### src/design/satm_pkg.sv
// ----------------------------------------------------------------------------
// satm_pkg
// Shared constants and types for the SAD template matcher.
// ----------------------------------------------------------------------------
package satm_pkg;

  localparam int MAX_PATTERN_DEF   = 64;
  localparam int SAMPLE_BITS_DEF   = 16;
  localparam int POSITION_BITS_DEF = 16;

  localparam int LEN_REG_W = 7;
  localparam int PIDX_W    = 6;

  localparam logic [LEN_REG_W-1:0] LEN_RESET = 7'd64;

  localparam logic CMD_LOAD   = 1'b0;
  localparam logic CMD_SAMPLE = 1'b1;

  // one accepted sample on its way to the arg-min stage
  typedef struct packed {
    logic vld;
    logic last;
    logic scored;
  } satm_evt_t;

endpackage

### src/design/satm_argmin.sv
// ----------------------------------------------------------------------------
// satm_argmin
// Running minimum over window scores and the result word register.
// ----------------------------------------------------------------------------
module satm_argmin import satm_pkg::*; #(
  parameter int SCORE_W = 22,
  parameter int POS_W   = 16,
  parameter int LEN_W   = 7
) (
  input  logic               clk,
  input  logic               rst_n,
  input  satm_evt_t          evt,
  input  logic [POS_W-1:0]   ev_start,
  input  logic [SCORE_W-1:0] score,
  input  logic [LEN_W-1:0]   len_used,
  output logic               hold,
  output logic               out_valid,
  input  logic               out_stall,
  output logic               out_match_found,
  output logic [SCORE_W-1:0] out_min_distance,
  output logic [POS_W-1:0]   out_best_start,
  output logic [POS_W:0]     out_best_end
);

  logic               have_r, have_nxt;
  logic [SCORE_W-1:0] best_r, best_nxt;
  logic [POS_W-1:0]   bpos_r, bpos_nxt;
  logic               out_valid_r, out_valid_nxt;
  logic               found_r, found_nxt;
  logic [SCORE_W-1:0] dist_r, dist_nxt;
  logic [POS_W-1:0]   start_r, start_nxt;
  logic [POS_W:0]     end_r, end_nxt;

  logic               upd;
  logic               advance;
  logic               new_have;
  logic [SCORE_W-1:0] new_best;
  logic [POS_W-1:0]   new_pos;

  assign hold    = evt.vld & evt.last & out_valid_r & out_stall;
  assign advance = evt.vld & ~hold;

  always_comb begin
    // earliest strictly smaller score wins
    upd      = evt.scored & (~have_r | (score < best_r));
    new_have = have_r | evt.scored;
    new_best = upd ? score : best_r;
    new_pos  = upd ? ev_start : bpos_r;

    have_nxt      = have_r;
    best_nxt      = best_r;
    bpos_nxt      = bpos_r;
    out_valid_nxt = out_valid_r;
    found_nxt     = found_r;
    dist_nxt      = dist_r;
    start_nxt     = start_r;
    end_nxt       = end_r;

    if (out_valid_r && !out_stall) begin
      out_valid_nxt = 1'b0;
    end
    if (advance) begin
      if (evt.last) begin
        out_valid_nxt = 1'b1;
        found_nxt     = new_have;
        dist_nxt      = new_have ? new_best : '0;
        start_nxt     = new_have ? new_pos : '0;
        end_nxt       = new_have ? ((POS_W+1)'(new_pos) + (POS_W+1)'(len_used)) : '0;
        have_nxt      = 1'b0;
        best_nxt      = '1;
        bpos_nxt      = '0;
      end else begin
        have_nxt = new_have;
        best_nxt = new_best;
        bpos_nxt = new_pos;
      end
    end
  end

  always_ff @(posedge clk) begin
    if (!rst_n) begin
      have_r      <= 1'b0;
      best_r      <= '1;
      bpos_r      <= '0;
      out_valid_r <= 1'b0;
    end else begin
      have_r      <= have_nxt;
      best_r      <= best_nxt;
      bpos_r      <= bpos_nxt;
      out_valid_r <= out_valid_nxt;
    end
  end

  always_ff @(posedge clk) begin
    found_r <= found_nxt;
    dist_r  <= dist_nxt;
    start_r <= start_nxt;
    end_r   <= end_nxt;
  end

  assign out_valid        = out_valid_r;
  assign out_match_found  = found_r;
  assign out_min_distance = dist_r;
  assign out_best_start   = start_r;
  assign out_best_end     = end_r;

endmodule

### config.mk
export PLATFORM = sky130hd
export DESIGN_NAME = satm_argmin
export DESIGN_NICKNAME = d
export VERILOG_FILES = /design/src/design/satm_pkg.sv /design/src/design/satm_argmin.sv
export SDC_FILE = /design/constraint.sdc
export NUM_CORES = 1
export LEC_CHECK = 0
export ABC_AREA = 1
export BUFFER_PORTS_ARGS = -buffer_cell sky130_fd_sc_hd__buf_2
export CORE_UTILIZATION = 33
export DETAILED_ROUTE_END_ITERATION = 7
export PLACE_DENSITY = 0.51
export SLEW_MARGIN = 20
export SYNTH_ARGS = -nofsm -noshare
export SYNTH_HDL_FRONTEND = slang
export SYNTH_SLANG_ARGS = --single-unit
### constraint.sdc
create_clock -name clk -period 6 [get_ports clk]
set_input_delay 1.2 -clock clk [delete_from_list [all_inputs] [get_ports clk]]
set_output_delay 1.2 -clock clk [all_outputs]
set_load 0.005 [all_outputs]
-- Word level (Yosys, flattened, before mapping)
Index checks and enable logic that the tools add are counted.
- bits in registers: 96
- bits of input ports: 51
- output and inout port bits: 58
- word-level logic and storage cells: 30
- $add $sub $neg: 1
- order comparisons: 1
- muxes and demuxes: 8
- bitwise logic cells: 9
- reductions and logical operators: 3
- operators with widths (kind ; count):
    $mux 22 ; 2
    $mux 16 ; 2
    $lt 22x22->1 ; 1
    $add 16x7->17 ; 1
    $and 1x1->1 ; 5
    $mux 1 ; 4
    $not 1->1 ; 2
    $or 1x1->1 ; 2
    $reduce_and 2->1 ; 1
    $logic_and 1x1->1 ; 1
    $logic_not 1->1 ; 1

-- Depth between registers and ports, before layout
- word-level depth: 6
- gate-level depth with buffers: 29
- mapped depth without buffers: 27

-- Worst setup path before layout
Ideal clock, no wire load.
- path type: in2reg
- start point: input evt[2] in the netlist's numbering
- end point: register end_r[0], in the netlist out_best_end[0], enable pin
- library setup time: 0.490 ns
- data arrival time: 4.050 ns
- required time: 5.510 ns
- slack: 1.460 ns
- stages: 2
- path buffers: 0
- path through: nand2_1 > a21oi_1
- cells in the longest elaborated chain, start to end: 6
- RTL lines (item ; line ; source):
    start, declared ; satm_argmin.sv:12 ; input satm_evt_t evt,
    $and 1x1->1 (3 in a row) ; satm_argmin.sv:40 ; assign hold = evt.vld & evt.last & out_valid_r & out_stall;
    $not 1->1 ; satm_argmin.sv:41 ; assign advance = evt.vld & ~hold;
    $and 1x1->1 * ; satm_argmin.sv:41 ;
    $reduce_and 2->1 (no source line) * ; -- ;
    end signal, assigned ; satm_argmin.sv:98 ; end_r <= end_nxt;
    end, declared ; satm_argmin.sv:32 ; logic [POS_W:0] end_r, end_nxt;
Every way passes the cells marked *; elsewhere a longest branch is shown, timed or not.
A chain may end at the register's enable or synchronous reset.

-- Final worst setup path
- start point: input score[5]
- end point: register end_r[10], in the netlist out_best_end[10], data pin
- cells in the longest elaborated chain, start to end: 5
- RTL lines (item ; line ; source):
    start, declared ; satm_argmin.sv:14 ; input logic [SCORE_W-1:0] score,
    $lt 22x22->1 ; satm_argmin.sv:45 ; upd = evt.scored & (~have_r | (score < best_r));
    $or 1x1->1 ; satm_argmin.sv:45 ;
    $and 1x1->1 ; satm_argmin.sv:45 ;
    $mux 16 ; satm_argmin.sv:48 ; new_pos = upd ? ev_start : bpos_r;
    net new_pos[0] ; satm_argmin.sv:38 ; logic [POS_W-1:0] new_pos;
    $add 16x7->17 ; satm_argmin.sv:68 ; end_nxt = new_have ? ((POS_W+1)'(new_pos) + (POS_W+1)'(len_used)) : '0;
The timed path passes the listed nets, and every way through them passes these cells.

==> flow_summary.toml <==
[yosys]
synthesis.area_um2 = 5090
syn_nets = 680
yosysWarnings = 0
synthArstFlopShare_pct = 0
synth-seq-cells = 96
ys.flop_type = "edfxtp_1"
syn-instance-count = 600
seq_area_frac_synth_pct = 48.7
synth_cell_types = 34
synth_edf_count = 56
postSynthAreaPerCell_um2 = 8.49

[final_layout]
ff_latch_area_um2 = 2480
nets = 777
area_growth_pct = 19.1
layout_commonest_cell = "nand2_1"
antenna_cells = 0
fill_cells = 1516
multiInputGateArea_um2 = 2140
drive_gt1_share_pct = 22.5
final_util_pct = 40.1
layout_common_cells = "129 x nand2_1, 108 x buf_2, 93 x inv_1"

[floorplan]
die_area_um2 = 15900
io-pin-count = 109
core-area_um2 = 15100
die_h_um = 126
die_x_um = 126
start_util_pct = 33.6
rows = 45

[grt]
grt_start_max_net_pins = 61
grt_pass1_vias = 4003
antenna_found_initial = 0
met1_usage_pct = 21.3
grt_util_met3_pct = 3.53
track_usage_pct = 16.5
grt_overflow = 0
use_met2_pct = 26.6
grt_pass1_wl_mm = 20.1
busiest_layer = "met2"

[clock_tree]
clkTransAtPathRegs_ps = 70
cts_setup_buffers = 0
cts_hold_buf = 0
cts_made_buffers = 9
cts_resized = 0
cts_tree = "built"
clock_latency_ps = 360
h-tree-depth = 3
cts-root-buf = "clkbuf_16"
clockBufferDepth = 2
cts.sinks = 96

[power_and_ir_drop]
leakage_nw = 2.92
power.share.clock_pct = 35.7
switchingPower_uw = 426
sw_frac_of_total_pct = 27.8
internal-power_mw = 1.10
ir_drop_mv = 0.112
powerDensity_nw_per_um2 = 252
seq_power_share_pct = 48.8
comb_power_share_pct = 15.5

[min_path]
hp-class = "register to register"

[setup_path]
worst_ep_required_time_ps = 6110
start_kind = "input port"
arrival_ps = 4610
crit_type = "input port to register"
crit_path_end_kind = "register"
crit_fanout = 9

[sta]
finClkSkew_ps = 9.60
period_needed_ps = 4500
rsz0062_at_grt = "false"
fin_hold_ws_ps = 467
max_freq_ghz = 0.222
worstMarginPinSlew_ps = 1010
fin_crit_sh_pct = 75.0
hold_viol = 0
slew_viol_final = 0
setup_viol = 0
setup_tns_ps = 0
slew_headroom_pct = 32.6

[drt]
ant_nets = 0
vias_per_cell = 4.67
wire_per_inst_um = 14.1
vias = 4159
drt-total-wl_mm = 12.5
drc = 0
drt_iter0_markers = 198
drt_first_pass_iters = 4

[outcome]
status = "finished clean"

[placement]
place_congestion = 0.841
io_buffers = 108
dpl.hpwl_mm = 8.71

[flow_run]
cap_violations = 0
synth_stat cells, types with 2 or more instances:
| master | instances | area (µm²) |
|---|---|---|
| a21o_1 | 2 | 15.0 |
| a21oi_1 | 34 | 170 |
| buf_4 | 6 | 45.0 |
| clkbuf_1 | 16 | 60.1 |
| clkinv_1 | 3 | 11.3 |
| dfxtp_1 | 40 | 801 |
| edfxtp_1 | 56 | 1680 |
| ha_1 | 28 | 350 |
| inv_1 | 93 | 349 |
| inv_2 | 4 | 15.0 |
| nand2_1 | 129 | 484 |
| nand2_2 | 10 | 62.6 |
| nand2_4 | 2 | 22.5 |
| nand3_1 | 14 | 70.1 |
| nand4_1 | 2 | 12.5 |
| nor2_1 | 56 | 210 |
| nor2_4 | 3 | 33.8 |
| o211ai_1 | 23 | 173 |
| o21a_1 | 24 | 180 |
| o21ai_0 | 9 | 45.0 |
| o21ai_1 | 26 | 130 |
| o21ai_2 | 7 | 61.3 |
| xor2_1 | 2 | 17.5 |
final timing paths:
kind	from	end	slack (ps)	cells past startpoint
setup / recovery	score[5]	out_best_end[10]	1500	23
hold / removal	bpos_r[4]	bpos_r[4]	470	2
setup reg to reg	best_r[5]	out_best_end[10]	2100	23
hold reg to reg	bpos_r[4]	bpos_r[4]	470	2
kinds of logic (layout without fill, tap and decap cells):
family,count (synthesis),count (layout),synth area share (%)
AND/OR/NAND/NOR,221,221,18.3
XOR/XNOR,2,2,0.344
adder cells (fa/ha/maj),29,29,7.27
buffers and inverters,125,227,9.83
AO/OA/AOI/OAI,127,127,15.5
flip-flops,96,96,48.7
critical path, cell delays in order:
cell,delay [ps]
buf_2,110
ha_1,300
nand2_1,100
inv_1,50
a21oi_1,130
nand2_1,100
nand2_1,80
nand3_2,90
nand2_4,140
nand2_4,110
o21ai_2,190
ha_1,200
inv_1,60
fa_1,400
o21ai_0,360
a21oi_1,120
o21bai_1,230
a21o_1,160
nand2_2,80
nor2_4,180
o21ai_0,100
o21ai_0,90
inv_1,50
stage by stage:
stage,instance area (µm²),setup WS [ps],total power [mW],cells
6_report,6070,1500,1.53,890
3_3_place_gp,5790,1130,0.995,874
3_5_place_dp,5790,1090,1.00,874
5_1_grt,6070,1150,1.61,890
2_1_floorplan,5090,1460,0.919,600
4_1_cts,6060,1470,1.55,890
registers in the layout (all words and copies together), names as in the netlist:
| register | flops |
|---|---|
| bpos_r | 16 |
| out_min_distance | 22 |
| out_best_start | 16 |
| out_best_end | 17 |
| have_r | 1 |
| out_match_found | 1 |
| best_r | 22 |
| out_valid | 1 |
power by group through the flow:
| stage | registers (mW) | clock network (mW) | logic, mW |
|---|---|---|---|
| finish | 0.746 | 0.546 | 0.238 |
| global route | 0.749 | 0.592 | 0.271 |
| CTS | 0.747 | 0.567 | 0.241 |
| detailed placement | 0.761 | 0 | 0.239 |
| global placement | 0.760 | 0 | 0.235 |
| floorplan | 0.764 | 0 | 0.155 |
per-layer routing:
layer | vias up | wire length (µm)
li1 | 2157 | -
met1 | 1874 | 5940
met2 | 117 | 5780
met3 | 11 | 600
met4 | 0 | 221
met5 | - | 0
final cells by class:
class	count	share of cell area, %
clock buffers	9	3.71
clock inverters	7	0.784
inverters	100	6.19
multi-input cells	379	35.2
flip-flops and latches	96	40.9
well taps	188	3.88
repair buffers	111	9.28
(Power assumes the default switching activity.)
