**config.mk**
```make
export PLATFORM = sky130hd
export DESIGN_NAME = satm_cell
export DESIGN_NICKNAME = d
export VERILOG_FILES = /design/src/design/satm_cell.sv
export SDC_FILE = /design/constraint.sdc
export NUM_CORES = 1
export LEC_CHECK = 0
export BUFFER_PORTS_ARGS = -buffer_cell sky130_fd_sc_hd__buf_2
export CELL_PAD_IN_SITES_DETAIL_PLACEMENT = 0
export CELL_PAD_IN_SITES_GLOBAL_PLACEMENT = 1
export CORE_MARGIN = 1.5
export CORE_UTILIZATION = 35
export CTS_CLUSTER_DIAMETER = 50
export DETAILED_ROUTE_END_ITERATION = 6
export PLACE_DENSITY_LB_ADDON = 0.15
export SLEW_MARGIN = 30
export SYNTH_ARGS = -nofsm -noshare
export SYNTH_HDL_FRONTEND = slang
export SYNTH_SLANG_ARGS = --single-unit
```
**constraint.sdc**
```tcl
create_clock -name clk -period 5.9 [get_ports clk]
set_input_delay 0 -clock clk [delete_from_list [all_inputs] [get_ports clk]]
set_output_delay 0 -clock clk [all_outputs]
set_load 0.005 [all_outputs]
```
**src/design/satm_cell.sv**
```systemverilog
// ----------------------------------------------------------------------------
// satm_cell
// One cell of the matching row: a pattern element, one history sample and
// a running partial sum handed on to the next cell on every step.
// ----------------------------------------------------------------------------
module satm_cell #(
  parameter int SAMPLE_BITS = 16,
  parameter int SCORE_W     = 22
) (
  input  logic                          clk,
  input  logic                          step,
  input  logic                          load_en,
  input  logic signed [SAMPLE_BITS-1:0] load_val,
  input  logic signed [SAMPLE_BITS-1:0] x,
  input  logic signed [SAMPLE_BITS-1:0] hist_in,
  output logic signed [SAMPLE_BITS-1:0] hist_out,
  input  logic        [SCORE_W-1:0]     ps_in,
  output logic        [SCORE_W-1:0]     ps_out
);

  logic signed [SAMPLE_BITS-1:0] pat_r;
  logic signed [SAMPLE_BITS-1:0] hist_r;
  logic        [SCORE_W-1:0]     ps_r;
  logic        [SCORE_W-1:0]     ps_nxt;
  logic signed [SAMPLE_BITS:0]   diff;
  logic        [SAMPLE_BITS:0]   mag;

  always_comb begin
    diff   = {x[SAMPLE_BITS-1], x} - {pat_r[SAMPLE_BITS-1], pat_r};
    mag    = diff[SAMPLE_BITS] ? (-diff) : diff;
    // |diff| never exceeds 2^SAMPLE_BITS - 1
    ps_nxt = ps_in + SCORE_W'(mag[SAMPLE_BITS-1:0]);
  end

  always_ff @(posedge clk) begin
    if (load_en) begin
      pat_r <= load_val;
    end
    if (step) begin
      hist_r <= hist_in;
      ps_r   <= ps_nxt;
    end
  end

  assign hist_out = hist_r;
  assign ps_out   = ps_r;

endmodule

```
# Word level (Yosys, flattened, before mapping)
# Cells that the tools add are included.
[totals]
regBits = 54
inputBits = 73
output_inout_bits = 38
word_cells = 7
[classes]
n_addsub = 3
mux = 1
[ops]
columns = ["op", "count"]
rows = [
  ["$add 22x16->22", 1],
  ["$sub 16x16->17", 1],
  ["$mux 16", 1],
  ["$neg 16->16", 1],
]

# Longest topological paths before layout
# Gate-level depths: netlist (run 1).
[logic_depth]
ltp_word = 4
mapped_depth = 22
ltp_nobuf = 22

# Worst setup path after synthesis (run 1)
# Ideal clock, no wire load.
[synth_path]
kind = "register -> register"
start = "register pat_r[0]"
end = "register ps_r[21] (netlist: ps_out[21]), data pin"
setup_time_ns = 0.259
arrival_time_ns = 4.236
t_required_ns = 5.641
path_slack_ns = 1.405
path_stages_with_launch = 21
n_path_buf = 0
synth_period_minus_slack_ns = 4.495
cell_sequence = "edfxtp_1 ha_1 fa_1 nand2b_1 a21oi_1 o41ai_2 a31o_2 o2111ai_1 inv_1 nor2_1 nor2_1 xnor2_1 ha_1 a21oi_1 nor2b_1 o21ai_0 a2111oi_0 o21ai_0 a31oi_1 o2111ai_1 xnor2_1"
[synth_between]
elab_chain_cells = 4
[synth_lines]
columns = ["item", "line", "rtl"]
rows = [
  ["start, declared", "21", "logic signed [SAMPLE_BITS-1:0] pat_r;"],
  ["start signal, assigned", "37", "pat_r <= load_val;"],
  ["$sub 16x16->17 *", "29", "diff = {x[SAMPLE_BITS-1], x} - {pat_r[SAMPLE_BITS-1], pat_r};"],
  ["$neg 16->16", "30", "mag = diff[SAMPLE_BITS] ? (-diff) : diff;"],
  ["$mux 16 *", "30", ""],
  ["$add 22x16->22 *", "32", "ps_nxt = ps_in + SCORE_W'(mag[SAMPLE_BITS-1:0]);"],
  ["net ps_nxt[21]", "24", "logic [SCORE_W-1:0] ps_nxt;"],
  ["end signal, assigned", "41", "ps_r <= ps_nxt;"],
  ["end, declared", "23", "logic [SCORE_W-1:0] ps_r;"],
]
# The timed path passes the listed nets; every way through them passes the cells marked *.
# A chain may end at the register's enable or synchronous reset.

# Worst setup path in the final report (run 1)
# Same ends and word-level chain as after synthesis.

==> reports/qor.yml, run 1 <==
placeableCoreArea_sq_um: 10200
relSlewSlack_pct: 47.4
initial_utilization_pct: 35.8
worstPathArrival_ns: 5.47
p_sw_share_pct: 35.1
critical-path-max-stage-delay_ns: 0.73
vias_in_the_first_global_route: 2868
cell_type_with_the_highest_occurrence_count_on_the_critical_path: "o21ai_0"
main_combinational_cell_family_by_area_after_synthesis: "compound AO/OA/AOI/OAI gates"
routed_via_density: 4.74
clk_sinks: 54
power.sequential.fraction_pct: 38.1
postRouteWirelength_mm: 7.68
synth_top_cells_by_area: "edfxtp_1 (44%), ha_1 (12%), xnor2_1 (5.7%)"
path_max_fanout: 8
port-buffer-count: 110
timing_max_transition_violations_final: 0
final_nets: 608
timing.critical_path.cells: "ha_1 > fa_1 > nand2b_1 > a21oi_1 > o41ai_2 > a31o_2 > o2111ai_1 > o21ai_1 > nand2_1 > o21ai_0 > ha_1 > a21o_1 > a21oi_1 > nor2b_1 > o21ai_0 > a2111oi_0 > o21ai_0 > a31oi_1 > o2111ai_1 > xnor2_1"
grt_max_degree: 39
synth.net_count: 455
syn_area_sq_um: 3660
worst_ep_required_time_ns: 5.97
cts.htree.levels: 2
share_of_total_power_in_the_clock_network_pct: 14.5
setup-tns-final_ns: 0
finalHoldViolations: 0
crit_path_start_kind: "register"
first_pass_iters: 4
final_number_of_setup_violating_endpoints: 0
die_w_um: 105
post_synth_num_cell_types: 58
synth.ff_latch_count: 54
number_of_fillers_in_the_final_layout: 1001
design.die.area_sq_um: 11100
synth.mux.area_fraction_pct: 0.273
syn-mean-instance-area_sq_um: 10.6
vias: 3003
crit_slowest_cell: "a2111oi_0"
dieHeight_um: 105
criticalPathCategory: "reg2reg"
syn2layout_area_growth_pct: 31.9
synth-edff-count: 54
cts_root_buf: "clkbuf_8"
initialDrtViolationCount: 109
outcome: "complete, no violations"
ir_drop_v: 0.000106
drt.antenna.violating_nets: 0
i_o_pin_count: 111
grt_first_pass_wirelength_mm: 12.7
globalRouteTotalUtil_pct: 14.2
gp_routability_congestion: 0.820
synth_seq_area_share_pct: 44.3
maxCapViolations: 0
critPathCaptureType: "register"
cts_inserted_buffers: 5
power.net_switching_uw: 506
yosys.area_share.simple_pct: 13.4
dp_hpwl_mm: 6.03
post_route_cells_drive_above_1_share_pct: 27.1
synth_compound_area_share_pct: 16.1
grt_antenna_before_repair: 0
finalClockSkew_ns: 0.0111
post_synth_adder_cell_area_pct: 13.1
comb_power_share_pct: 47.4
grt_overflow: 0
synth_warnings: 0
post-synth-top-area-cell: "edfxtp_1"
finalHoldWorstSlack_ns: 0.0125
detail_route.wl_per_cell_um: 12.1
synthMostInstantiatedCell: "edfxtp_1"
final.min_clock_period_ns: 5.40
final_area_sq_um: 4830
post_synth_top_cells: "edfxtp_1 (54), ha_1 (35), inv_1 (32), a21oi_1 (24), xnor2_1 (24)"
clock_path_buffers: 2
power_leakage_uw: 0.00211
cts.reportedPaths.clkPinSlew_ns: 0.11
antenna-diode-count: 0
hp-class: "in2reg"
synth_largest_type_area_fraction_pct: 44.3
fmax_ghz: 0.185
power.density_cell_area_nw_per_um2: 298
ys_async_sr_fraction_pct: 0
synth_xor_area_share_pct: 9.54
total_number_of_placement_rows: 37
rsz_0062_raised_after_global_routing: "false"
remaining_drc_errors: 0
placedInstanceArea_sq_um: 4390
cell_internal_power_uw: 936
syn-instance-count: 345
worst_pin_slew_ns: 0.789
layout_worst_path_cycle_share_pct: 91.5
clock_latency_ns: 0.32
cts_tree: "yes"
dominantRegCellSynth: "edfxtp_1"
==> power groups by stage <==
stage               Sequential (uW)  Combinational, uW  Clock (uW)
floorplan                       571                461           0
global placement                557                664           0
detailed placement              559                668           0
CTS                             550                688         222
global route                    556                769         232
finish                          549                683         210
==> registers in the layout, summed over array words and instances (netlist names) <==
| name | count |
|---|---|
| ps_out | 22 |
| pat_r | 16 |
| hist_out | 16 |
==> critical path, delay by kind of cell, from the launching register on <==
family | cells | cell delay [ns]
flops | 1 | 0.39
compound gates | 13 | 3.22
fa+ha+maj | 3 | 0.94
simple gates | 3 | 0.43
xor+xnor | 1 | 0.16
==> area by class of cell <==
| class | count | area, sq um | share of cell area (%) |
|---|---|---|---|
| multi-input combinational | 258 | 1920 | 39.7 |
| sequential | 54 | 1620 | 33.6 |
| timing repair buffer | 147 | 918 | 19.0 |
| tap | 136 | 170 | 3.52 |
| inverter | 32 | 120 | 2.49 |
| clock buffer | 5 | 68.8 | 1.42 |
| clock inverter | 2 | 15.0 | 0.311 |
==> kinds of logic (layout without fill, tap and decap cells) <==
logic type,Yosys count,count (layout)
and+or+nand+nor,95,95
AOI/OAI and AO/OA,86,86
DFF,54,54
xor gates and xnor gates,39,39
adders and majority gates,37,37
buffers and inverters,33,186
muxes,1,1
==> cell usage in the layout (no fill, tap or decap), types with 2 or more instances in the layout <==
cell type,count
xor2_1,14
o21ai_0,15
a211o_1,2
nand3_1,8
nor4_1,2
clkinvlp_4,2
and3_1,2
nor2b_1,4
dlygate4sd3_1,36
ha_1,35
a31oi_1,4
or3_1,2
xnor2_1,24
inv_1,32
or2_2,3
a21oi_1,24
a21o_1,6
and2_1,2
o21ai_1,2
nand3b_1,2
clkbuf_8,5
or2_1,2
o21a_1,3
edfxtp_1,54
o311ai_0,2
nand2b_1,7
fa_1,2
nand2_1,21
o2111ai_1,5
a2111oi_0,2
a311oi_1,3
nand4_1,2
nor2_1,22
o21bai_1,3
nor3_1,7
buf_2,110
and4_1,2
==> worst paths after layout <==
check | cells after the start | to | slack [ns] | startpoint
max reg2reg | 20 | ps_out[21] | 0.50 | pat_r[0]
max | 20 | ps_out[21] | 0.50 | pat_r[0]
min reg2reg | 3 | ps_out[0] | 0.92 | pat_r[0]
min | 2 | ps_out[17] | 0.01 | ps_in[17]
==> layer usage <==
layer | vias up | GRT usage, % | share of wire (%) | wire (um)
li1 | 1575 | - | - | -
met1 | 1325 | 18.0 | 47 | 3630
met2 | 94 | 24.4 | 46 | 3520
met3 | 9 | 2.54 | 5.6 | 427
met4 | 0 | 4.50 | 1.4 | 111
met5 | - | 0 | 0 | 0
==> what timing repair did <==
action                    CTS  global route
hold endpoints to repair   35             1
resized for setup           0             0
hold buffers               35             1
buffers inserted            0             0
==> metrics by stage <==
step           power, uW  util [%]  instances  worst slack (ns)
2_1_floorplan       1030         -        345              1.40
3_3_place_gp        1220      42.9        591             0.691
3_5_place_dp        1230      42.9        591             0.536
4_1_cts             1460      47.1        633             0.486
5_1_grt             1560      47.2        634            0.0515
6_report            1440      47.2        634             0.500
(Power assumes the default switching activity.)
==> run 2, diff against run 1 <==
--- a/config.mk
+++ b/config.mk
@@ -5,6 +5,7 @@
 export SDC_FILE = /design/constraint.sdc
 export NUM_CORES = 1
 export LEC_CHECK = 0
+export ABC_AREA = 1
 export BUFFER_PORTS_ARGS = -buffer_cell sky130_fd_sc_hd__buf_2
 export CELL_PAD_IN_SITES_DETAIL_PLACEMENT = 0
 export CELL_PAD_IN_SITES_GLOBAL_PLACEMENT = 1
@@ -13,6 +14,7 @@
 export CTS_CLUSTER_DIAMETER = 50
 export DETAILED_ROUTE_END_ITERATION = 6
 export PLACE_DENSITY_LB_ADDON = 0.15
+export RECOVER_POWER = 25
 export SLEW_MARGIN = 30
 export SYNTH_ARGS = -nofsm -noshare
 export SYNTH_HDL_FRONTEND = slang
==> reports/qor.yml, run 2 <==
post-synth-top-area-cell: "edfxtp_1"
worst_pin_slew_ns: 0.889  # +0.100 ns
critPathCaptureType: "register"
clock_latency_ns: 0.31  # about the same
area.sequential_sq_um: 1620  # unchanged
detail_route.wl_per_cell_um: 11.8  # -2.5%
post_synth_adder_cell_area_pct: 11.9  # -1.1 points
clock_path_buffers: 2  # unchanged
port-buffer-count: 110  # unchanged
final_common_cell: "nand2_1"
synth_top_cells_by_area: "edfxtp_1 (40%), nand2_1 (14%), ha_1 (11%)"
worstPathArrival_ns: 4.37  # -1.10 ns
synthMostInstantiatedCell: "nand2_1"
crit_path_start_kind: "register"
most_used_cells_in_the_layout_excluding_fill_and_tap_cells: "nand2_1 (151), buf_2 (109), inv_1 (84)"
total_number_of_placement_rows: 38  # +2.7%
synth.mux.area_fraction_pct: 0  # -0.27 points
cts_inserted_buffers: 5  # unchanged
remaining_drc_errors: 0  # unchanged
vias_in_the_first_global_route: 3524  # +23%
initialDrtViolationCount: 105  # -3.7%
hp-class: "in2reg"
relSlewSlack_pct: 40.8  # -6.7 points
ys_async_sr_fraction_pct: 0  # unchanged
fmax_ghz: 0.232  # +25%
synth.ff_latch_count: 54  # unchanged
ctsResizeCount: 0  # unchanged
first_pass_iters: 4  # unchanged
synth_largest_type_area_fraction_pct: 40.5  # -3.8 points
postRouteWirelength_mm: 9.43  # +23%
post_route_cells_drive_above_1_share_pct: 19.1  # -8.0 points
final.min_clock_period_ns: 4.31  # -1.09 ns
final_number_of_setup_violating_endpoints: 0  # unchanged
criticalPathCategory: "reg2reg"
multi_input_comb_area_sq_um: 2050  # +7.1%
worst_ep_required_time_ns: 5.96  # about the same
grt_overflow: 0  # unchanged
post-cts-setup-buffers: 0  # unchanged
finalClockSkew_ns: 0.00557  # -0.00556 ns
main_combinational_cell_family_by_area_after_synthesis: "simple AND/OR/NAND/NOR gates"
antenna-diode-count: 0  # unchanged
rsz_0062_raised_after_global_routing: "false"
yosys.area_share.simple_pct: 26.5  # +13 points
maxCapViolations: 0  # unchanged
post_synth_top_cells: "nand2_1 (151), inv_1 (84), edfxtp_1 (54), nor2_1 (37)"
final_nets: 767  # +26%
cts_tree: "yes"
grt_first_pass_wirelength_mm: 15.0  # +19%
grt_max_degree: 39  # unchanged
clk_sinks: 54  # unchanged
i_o_pin_count: 111  # unchanged
grt_antenna_before_repair: 0  # unchanged
number_of_fillers_in_the_final_layout: 1100  # +9.9%
synth.net_count: 615  # +35%
layout_worst_path_cycle_share_pct: 73.0  # -19 points
vias: 3646  # +21%
setup-tns-final_ns: 0  # unchanged
power.total_uw: 1600  # +11%
path_max_fanout: 14  # +6
ir_drop_v: 0.000235  # +120%
power_leakage_uw: 0.00267  # +27%
design.die.area_sq_um: 12100  # +9.1%
outcome: "complete, no violations"
dominantRegCellSynth: "edfxtp_1"
die_w_um: 110  # +4.5%
cts.hold.buffers_added: 36  # +2.9%
cts.htree.levels: 2  # unchanged
synth_compound_area_share_pct: 6.25  # -9.8 points
syn-mean-instance-area_sq_um: 7.93  # -25%
syn_area_sq_um: 4010  # +9.4%
cts.reportedPaths.clkPinSlew_ns: 0.07  # -0.04 ns
gp_routability_congestion: 0.780  # -4.8%
drt.antenna.violating_nets: 0  # unchanged
dieHeight_um: 110  # +4.5%
dp_hpwl_mm: 7.49  # +24%
cts_root_buf: "clkbuf_16"
post_synth_num_cell_types: 28  # -52%
routed_via_density: 4.57  # -3.5%
synth_warnings: 0  # unchanged
register_to_register_setup_slack_ns: 1.59  # +1.09 ns
finalHoldViolations: 0  # unchanged
power.density_cell_area_nw_per_um2: 305  # +2.1%
syn-instance-count: 505  # +46%
synth_seq_area_share_pct: 40.5  # -3.8 points
globalRouteTotalUtil_pct: 16.2  # +2.0 points
placeableCoreArea_sq_um: 11000  # +7.3%
syn2layout_area_growth_pct: 30.8
initial_utilization_pct: 36.5  # +0.68 points
synth-edff-count: 54  # unchanged
synth_xor_area_share_pct: 6.53  # -3.0 points
largest_reg_flops: 22  # unchanged
timing_max_transition_violations_final: 0  # unchanged
run 2: changes by cell type in the layout (fill, tap and decap cells not counted), moves of 9 or more:
cell / delta
xnor2_1: -13
nand2_1: +130
nand4_1: +9
nand3_1: +27
inv_1: +52
nor2_1: +15
run 2: stage by stage:
| stage | worst slack (ns) | area, sq um | instances | hold WS (ns) | utilization, % |
|---|---|---|---|---|---|
| CTS | 1.58 | 5240 | 798 | 0.0592 | 47.7 |
| global route | 1.02 | 5240 | 798 | 0.0769 | 47.7 |
| detailed placement | 1.60 | 4730 | 754 | 0.178 | 43.0 |
| floorplan | 2.21 | 4010 | 505 | 0.0989 | - |
| finish | 1.59 | 5240 | 798 | 0.0638 | 47.7 |
| global placement | 1.71 | 4730 | 754 | 0.176 | 43.0 |
run 2: cell type report:
type	instances	area share [%]
Clock buffer	5	2.39
Clock inverter	3	0.549
Inverter	87	6.23
Multi-Input combinational cell	363	39.2
Sequential cell	54	31.0
Tap cell	140	3.34
Timing Repair Buffer	146	17.4
run 2: layer usage:
metal | track usage (%) | part of all wire [%]
met5 | 0 | 0
met4 | 4.92 | 1.4
met3 | 3.35 | 4.3
met2 | 29.9 | 49
met1 | 18.7 | 45
run 2: cells by family after synthesis:
family                     Yosys count
AOI/OAI and AO/OA                   45
adders and majority gates           37
and+or+nand+nor                    252
buffers and inverters               88
DFF                                 54
xor gates and xnor gates            29
run 2: final timing paths:
check           start         end  cells past startpoint
min reg2reg  pat_r[0]   ps_out[0]                      3
max reg2reg  pat_r[0]  ps_out[20]                     25
max          pat_r[0]  ps_out[20]                     25
min          ps_in[1]   ps_out[1]                      2
run 2: report_power, final:
group / internal (uW) / total (uW) / switching [uW]
registers: 532 / 547 / 15.6
clock network: 162 / 308 / 146
logic: 306 / 741 / 435
run 2: worst max-delay path, stage by stage (launching register included):
cell      delay [ns]
edfxtp_1        0.38
ha_1            0.22
fa_1            0.38
inv_1           0.11
nand3_1         0.10
nand2_1         0.12
nand3_1         0.11
nand3_1         0.11
nand2_1         0.08
nand3_1         0.09
nand2_1         0.07
nand2_2         0.20
inv_2           0.10
nor2_1          0.12
xor2_1          0.16
inv_1           0.06
ha_1            0.36
a21o_1          0.16
nand3_1         0.07
nand2_1         0.08
nand2_1         0.06
nand3_1         0.13
a21oi_1         0.12
o21ai_0         0.38
nand2_1         0.12
xor2_1          0.16
